==> src/rtl/core/stoq_pkg.sv <==
package stoq_pkg;

   localparam int KEY_W           = 32;
   localparam int POS_W           = 11;
   localparam int KIND_W          = 3;
   localparam int SEL_W           = 3;
   localparam int TABLE_DEPTH_DEF = 1024;

   localparam logic [KIND_W-1:0] KIND_WRITE  = 3'd0;
   localparam logic [KIND_W-1:0] KIND_SEARCH = 3'd1;
   localparam logic [KIND_W-1:0] KIND_PRED   = 3'd2;
   localparam logic [KIND_W-1:0] KIND_SUCC   = 3'd3;
   localparam logic [KIND_W-1:0] KIND_RANK   = 3'd4;
   localparam logic [KIND_W-1:0] KIND_SELECT = 3'd5;
   localparam logic [KIND_W-1:0] KIND_MIN    = 3'd6;
   localparam logic [KIND_W-1:0] KIND_MAX    = 3'd7;

   localparam logic [SEL_W-1:0] RD_MID    = 3'd0;
   localparam logic [SEL_W-1:0] RD_LB     = 3'd1;
   localparam logic [SEL_W-1:0] RD_PREV   = 3'd2;
   localparam logic [SEL_W-1:0] RD_NEXT   = 3'd3;
   localparam logic [SEL_W-1:0] RD_DIRECT = 3'd4;

   localparam logic [SEL_W-1:0] RES_NONE     = 3'd0;
   localparam logic [SEL_W-1:0] RES_WRITE    = 3'd1;
   localparam logic [SEL_W-1:0] RES_RDATA    = 3'd2;
   localparam logic [SEL_W-1:0] RES_SEARCH   = 3'd3;
   localparam logic [SEL_W-1:0] RES_RANK     = 3'd4;
   localparam logic [SEL_W-1:0] RES_RANK_HIT = 3'd5;

   typedef struct packed {
      logic             load;
      logic             step;
      logic             rd_en;
      logic [SEL_W-1:0] rd_sel;
      logic             wr_en;
      logic             res_en;
      logic [SEL_W-1:0] res_sel;
      logic             post;
   } cmd_type;

   typedef struct packed {
      logic [KIND_W-1:0] kind;
      logic              more;
      logic              lo_in;
      logic              hit;
      logic              pred_ok;
      logic              succ_ok;
      logic              write_ok;
      logic              direct_ok;
   } sts_type;

endpackage

==> src/rtl/core/stoq_ctrl.sv <==
module stoq_ctrl (
   input  logic              clock,
   input  logic              reset,
   input  logic              req_valid,
   output logic              req_ready,
   output logic              rsp_valid,
   input  logic              rsp_ready,
   input  stoq_pkg::sts_type sts,
   output stoq_pkg::cmd_type cmd
);

   localparam logic [2:0] S_IDLE     = 3'd0;
   localparam logic [2:0] S_DISPATCH = 3'd1;
   localparam logic [2:0] S_CMP      = 3'd2;
   localparam logic [2:0] S_PROBE    = 3'd3;
   localparam logic [2:0] S_NBR      = 3'd4;
   localparam logic [2:0] S_POST     = 3'd5;

   logic [2:0] state_ff;
   logic [2:0] state_in;
   logic       rsp_valid_ff;
   logic       rsp_valid_in;
   logic       win_rd_en;
   logic [2:0] win_state;
   logic [stoq_pkg::SEL_W-1:0] win_rd_sel;
   logic [stoq_pkg::SEL_W-1:0] win_res_sel;

   // next step of the lower-bound search from the current window
   always_comb begin
      win_rd_en   = 1'b0;
      win_rd_sel  = stoq_pkg::RD_MID;
      win_res_sel = stoq_pkg::RES_NONE;
      priority if (sts.more) begin
         win_rd_en  = 1'b1;
         win_rd_sel = stoq_pkg::RD_MID;
         win_state  = S_CMP;
      end else if (sts.lo_in) begin
         win_rd_en  = 1'b1;
         win_rd_sel = stoq_pkg::RD_LB;
         win_state  = S_PROBE;
      end else begin
         win_res_sel = (sts.kind == stoq_pkg::KIND_RANK) ? stoq_pkg::RES_RANK
                                                         : stoq_pkg::RES_NONE;
         win_state   = S_POST;
      end
   end

   always_comb begin
      cmd          = '0;
      state_in     = state_ff;
      rsp_valid_in = rsp_valid_ff && !rsp_ready;
      unique case (state_ff)
         S_IDLE: begin
            if (req_valid) begin
               cmd.load = 1'b1;
               state_in = S_DISPATCH;
            end
         end
         S_DISPATCH: begin
            unique case (sts.kind)
               stoq_pkg::KIND_WRITE: begin
                  cmd.wr_en   = sts.write_ok;
                  cmd.res_en  = 1'b1;
                  cmd.res_sel = sts.write_ok ? stoq_pkg::RES_WRITE : stoq_pkg::RES_NONE;
                  state_in    = S_POST;
               end
               stoq_pkg::KIND_SELECT, stoq_pkg::KIND_MIN, stoq_pkg::KIND_MAX: begin
                  if (sts.direct_ok) begin
                     cmd.rd_en  = 1'b1;
                     cmd.rd_sel = stoq_pkg::RD_DIRECT;
                     state_in   = S_NBR;
                  end else begin
                     cmd.res_en  = 1'b1;
                     cmd.res_sel = stoq_pkg::RES_NONE;
                     state_in    = S_POST;
                  end
               end
               default: begin
                  cmd.rd_en   = win_rd_en;
                  cmd.rd_sel  = win_rd_sel;
                  cmd.res_en  = !win_rd_en;
                  cmd.res_sel = win_res_sel;
                  state_in    = win_state;
               end
            endcase
         end
         S_CMP: begin
            cmd.step    = 1'b1;
            cmd.rd_en   = win_rd_en;
            cmd.rd_sel  = win_rd_sel;
            cmd.res_en  = !win_rd_en;
            cmd.res_sel = win_res_sel;
            state_in    = win_state;
         end
         S_PROBE: begin
            cmd.res_en  = 1'b1;
            cmd.res_sel = stoq_pkg::RES_NONE;
            state_in    = S_POST;
            unique case (sts.kind)
               stoq_pkg::KIND_SEARCH: begin
                  cmd.res_sel = sts.hit ? stoq_pkg::RES_SEARCH : stoq_pkg::RES_NONE;
               end
               stoq_pkg::KIND_RANK: begin
                  cmd.res_sel = sts.hit ? stoq_pkg::RES_RANK_HIT : stoq_pkg::RES_RANK;
               end
               stoq_pkg::KIND_PRED: begin
                  if (sts.hit && sts.pred_ok) begin
                     cmd.res_en = 1'b0;
                     cmd.rd_en  = 1'b1;
                     cmd.rd_sel = stoq_pkg::RD_PREV;
                     state_in   = S_NBR;
                  end
               end
               stoq_pkg::KIND_SUCC: begin
                  if (sts.hit && sts.succ_ok) begin
                     cmd.res_en = 1'b0;
                     cmd.rd_en  = 1'b1;
                     cmd.rd_sel = stoq_pkg::RD_NEXT;
                     state_in   = S_NBR;
                  end
               end
               default: begin
                  cmd.res_sel = stoq_pkg::RES_NONE;
               end
            endcase
         end
         S_NBR: begin
            cmd.res_en  = 1'b1;
            cmd.res_sel = stoq_pkg::RES_RDATA;
            state_in    = S_POST;
         end
         S_POST: begin
            if (!rsp_valid_ff || rsp_ready) begin
               cmd.post     = 1'b1;
               rsp_valid_in = 1'b1;
               state_in     = S_IDLE;
            end
         end
         default: begin
            state_in = S_IDLE;
         end
      endcase
   end

   always_ff @(posedge clock) begin
      if (reset) begin
         state_ff     <= S_IDLE;
         rsp_valid_ff <= 1'b0;
      end else begin
         state_ff     <= state_in;
         rsp_valid_ff <= rsp_valid_in;
      end
   end

   assign req_ready = state_ff == S_IDLE;
   assign rsp_valid = rsp_valid_ff;

endmodule

==> config.mk <==
export PLATFORM = sky130hd
export DESIGN_NAME = stoq_ctrl
export DESIGN_NICKNAME = d
export VERILOG_FILES = /design/src/rtl/core/stoq_pkg.sv /design/src/rtl/core/stoq_ctrl.sv
export SDC_FILE = /design/constraint.sdc
export NUM_CORES = 1
export LEC_CHECK = 0
export BUFFER_PORTS_ARGS = -buffer_cell sky130_fd_sc_hd__buf_2
export CAP_MARGIN = 20
export CORE_AREA = 4 4 41 43
export DETAILED_ROUTE_END_ITERATION = 10
export DIE_AREA = 0 0 45 47
export HOLD_SLACK_MARGIN = 0.05
export PLACE_DENSITY = 0.77
export SKIP_LAST_GASP = 1
export SYNTH_ARGS = -nofsm -noshare
export SYNTH_HDL_FRONTEND = slang
export SYNTH_SLANG_ARGS = --single-unit
==> constraint.sdc <==
create_clock -name clock -period 2.2 [get_ports clock]
set_input_delay 0.44 -clock clock [delete_from_list [all_inputs] [get_ports clock]]
set_output_delay 0.44 -clock clock [all_outputs]
set_load 0.03 [all_outputs]
# Word-level counts from Yosys, hierarchy flattened
# Cells that the tools add are included.
dict set report totals {
  latchBits 0
  regBits 4
  word_cells 69
  romBits 0
  mem_count 0
  ram_bits 0
}
dict set report op_classes {
  add_sub_neg 0
  mux 42
  reduce_logical 11
  order_cmp 0
  div_mod_pow 0
  shifts 0
  n_mul 0
  bitwise 0
  eq_ne 14
}
# operator n
set op_table {}
lappend op_table {{one-hot mux 4 bit (2 select lines)} 3}
lappend op_table {{two-way mux 3 bit} 7}
lappend op_table {{two-way mux 1 bit} 20}
lappend op_table {{== test 3 bit (second input constant)} 6}
lappend op_table {{one-hot mux 3 bit (6 select lines)} 1}
lappend op_table {{two-way mux 4 bit} 4}
lappend op_table {{one-hot mux 4 bit (4 select lines)} 1}
lappend op_table {{== test 3 x 2 -> 1 bit (second input constant)} 4}
lappend op_table {{one-hot mux 3 bit (2 select lines)} 2}
lappend op_table {{one-hot mux 4 bit (3 select lines)} 1}
lappend op_table {{== test 3 x 1 -> 1 bit (second input constant)} 2}
lappend op_table {{zero test 3 bit} 2}
lappend op_table {{inequality test 2 bit (second input constant)} 2}
lappend op_table {{one-hot mux 1 bit (2 select lines)} 2}
lappend op_table {{logical AND 1 bit} 3}
lappend op_table {{zero test 1 bit} 3}
lappend op_table {{OR reduction 3 bit} 1}
lappend op_table {{two-way mux 2 bit} 1}
lappend op_table {{AND reduction 2 bit} 1}
lappend op_table {{logical OR 1 bit} 1}

# Depth between registers and ports, before layout
dict set report depth {
  word_depth 6
  mapped_depth 5
}

# Worst setup path after synthesis
# Ideal clock, no wire load.
dict set report synth_path {
  path_kind {register -> output}
  startpoint {register state_ff[1]}
  endpoint {output cmd[9] (netlist bit)}
  setup_slack_ps -192
  path_buffers 1
  t_required_ps 1760
  stages_incl_launch_ff 6
  arrival_time_ps 1952
  path_cell_list {dfxtp_1 buf_2 nor2b_1 nand2_1 nor3_1 or3_1}
}
# item line
set synth_rtl {}
lappend synth_rtl {{start: declaration} stoq_ctrl.sv:19} ;# logic [2:0] state_ff;
lappend synth_rtl {{start signal: assignment} stoq_ctrl.sv:150} ;# state_ff <= state_in;
lappend synth_rtl {{end: declaration} stoq_ctrl.sv:9} ;# output stoq_pkg::cmd_type cmd

==> results.py <==
metrics = {
    "status": {
        "status": "finished clean",
    },
    "sta": {
        "fin_crit_ns": 2.17,
        "slew_viol_final": 0,
        "fin_crit_sh_pct": 98.5,
        "fin_skew_ns": 0.00409,
        "tightest_slew_ns": 0.269,
        "hold_viol_final": 0,
        "timing.fmax_mhz": 461,
        "relSlewSlack_pct": 81.9,
        "setup_viol": 0,
        "rsz0062_at_grt": "no",
        "tns_ns": 0,
    },
    "routing": {
        "wl_met1_um": 706,
        "top_layer": "met4",
        "routed-wl-met3_um": 161,
        "ant_nets": 0,
        "drt-initial-drc-count": 24,
        "wire_per_inst_um": 14.1,
        "vias": 721,
        "dr.pass1.iters": 4,
        "wirelength_um": 1780,
        "wl_met2_um": 863,
        "viasPerCell": 5.72,
        "drc": 0,
    },
    "global_routing": {
        "grt_use_total_pct": 19.2,
        "antenna_found_initial": 0,
        "grt_pass1_vias": 712,
        "grt_pass1_wl_um": 2940,
        "grt_overflow": 0,
        "grt_max_degree": 11,
    },
    "setup_path": {
        "critical-path-slowest-cell": "or3_4",
        "crit_chain": "buf_2 > or3_4 > a31oi_4 > nor3_1 > or3_1 > buf_4",
        "r2r_slack_ns": 0.94,
        "rr_startpoint": "state_ff[0]$_SDFFE_PP0P_",
        "r2r_end": "state_ff[0]$_SDFFE_PP0P_",
        "cp-start-kind": "input pin",
        "critical_path_required_ns": 1.76,
        "endpoint_kind": "output port",
        "worstPathMaxFanout": 4,
        "r2r_cells": 4,
        "crit_end": "cmd[9]",
        "critPathKind": "input pin to output port",
        "cp_data_arrival_time_ns": 1.73,
        "cp_slowest_stage_delay_ns": 0.39,
        "critPathLaunch": "sts[7]",
    },
    "clock_network": {
        "cts_buffer_depth": 2,
        "cts_tree": "built",
        "cts.sinks": 4,
        "cts_hold_buf": 0,
        "root_buffer": "clkbuf_4",
        "clk_pin_slew_worst_paths_ns": 0.04,
        "clkLatencyLatePin_ns": 0.24,
        "cts_buffers": 3,
        "htreeDepth": 1,
    },
    "die": {
        "num_io_pins": 28,
        "start_util_pct": 38.6,
        "rows": 13,
        "core_area_um2": 1300,
        "die_h_um": 47,
        "die_w_um": 45,
        "die_area_um2": 2120,
    },
    "power": {
        "power.total_uw": 517,
        "powerDensity_nw_per_um2": 676,
        "combPwrFrac_pct": 61.9,
        "power_switching_uw": 242,
        "seqPwrFrac_pct": 19.3,
        "switching_share_pct": 46.8,
        "p_leak_uw": 0.000373,
        "peakVddDrop_v": 0.000291,
        "pwr-share-clk_pct": 18.9,
        "p_int_uw": 275,
    },
    "logic_synthesis": {
        "synth_nets": 88,
        "syn_area_um2": 502,
        "yosys_warnings": 0,
        "yosys.area.top_type": "dfxtp_1",
        "yosys-top-cells-area": "dfxtp_1 (16%), o21ai_0 (7.0%), nor2_1 (6.0%), nand2b_1 (5.0%), nor3_1 (5.0%)",
        "synthArstFlopShare_pct": 0,
        "synth_top_area_share_pct": 16.0,
        "synth.top_cells.by_count": "nor2_1 (8), o21ai_0 (7), nand2_1 (5), nor3_1 (5)",
        "avgSynthCellArea_um2": 6.78,
        "synthCells": 74,
        "synth_enable_flop_cells": 0,
        "synth_flop_cell": "dfxtp_1",
        "ys_ff_latch": 4,
        "synth_most_common_cell": "nor2_1",
        "ys_seq_area_share_pct": 16.0,
        "synth_cell_type_count": 33,
    },
    "layout": {
        "nFillCells": 133,
        "antenna_cells": 0,
        "multi_input_area_um2": 408,
        "drive_gt1_share_pct": 45.9,
        "nNetsFinal": 127,
        "syn2layout_area_growth_pct": 52.4,
        "final-seq-area_um2": 81.3,
    },
    "placement": {
        "io_buffers": 27,
        "dp_hpwl_um": 1400,
        "gp_routability_congestion": 0.870,
    },
    "worst_hold_path": {
        "hold_class": "input pin to flop",
        "hold_depth": 2,
    },
    "run": {
        "maxCapViolCount": 0,
    },
}
-- metal layers --
layer / vias to the layer above / global-route usage [%]
met2: 47 / 33.1
met3: 10 / 4.98
met5: - / 0
met4: 0 / 15.2
li1: 352 / -
met1: 312 / 19.7
-- area by class of cell --
type	instances	share of cell area (%)
clock buffer	3	2.95
multi-input combinational	63	53.4
inverter	3	1.47
timing repair buffer	38	29.1
tap	15	2.45
sequential	4	10.6
-- logic make-up (layout without fill, tap and decap cells) --
kind of cell / Yosys count / after routing / synth area share [%]
AND/OR/NAND/NOR: 39 / 39 / 42.6
buffers and inverters: 7 / 44 / 5.98
XOR/XNOR: 1 / 1 / 1.75
flip-flops: 4 / 4 / 16.0
AO/OA/AOI/OAI: 22 / 22 / 31.4
multiplexers: 1 / 1 / 2.24
-- stage by stage --
step	cell area [µm²]	hold slack [ns]	util [%]	instances	worst slack, ns
4_1_cts	754	0.401	58.0	126	0.0100
3_3_place_gp	729	0.566	56.1	123	0.0214
6_report	764	0.402	58.8	126	0.0329
5_1_grt	764	0.410	58.8	126	0.00520
3_5_place_dp	729	0.570	56.1	123	0.00294
2_1_floorplan	512	0.509	-	74	0.0902
-- flip-flops by register name (all words and copies together) (netlist names) --
name and cells:
rsp_valid 1, state_ff 3
-- worst min path at each step --
stage	start	end	slack, ns
5_1_grt	reset	state_ff[1]$_SDFFE_PP0P_	0.41
3_3_place_gp	rsp_valid$_SDFF_PP0_	rsp_valid$_SDFF_PP0_	0.57
4_1_cts	reset	rsp_valid$_SDFF_PP0_	0.40
3_5_place_dp	rsp_valid$_SDFF_PP0_	rsp_valid$_SDFF_PP0_	0.57
6_report	reset	rsp_valid$_SDFF_PP0_	0.40
2_1_floorplan	reset	rsp_valid$_SDFF_PP0_	0.51
-- cell usage in the layout, fill, tap and decap left out, types with 4 or more instances in the layout --
master,count
buf_4,13
o21ai_0,7
buf_2,25
nand2b_1,4
nand2_1,5
nor2_1,7
-- timing repair --
action / in CTS / in global routing
gates resized for setup: 1 / 5
endpoints found under the hold margin: 0 / 0
setup buffers: 0 / 0
pin swaps: 0 / 1
endpoints found under the setup margin: 1 / 4
-- worst max-delay path, delay by kind of cell --
| kind | cells | cell delay (ns) |
|---|---|---|
| simple gates | 3 | 0.83 |
| buf+inv | 2 | 0.31 |
| compound gates | 1 | 0.16 |
-- power by group through the flow --
stage	clock network (µW)	logic, µW	registers [µW]
floorplan	0	205	94.2
global placement	0	300	98.3
detailed placement	0	305	99.3
CTS	101	311	97.9
global route	107	346	102
finish	97.5	320	99.6
(Power assumes the default switching activity.)
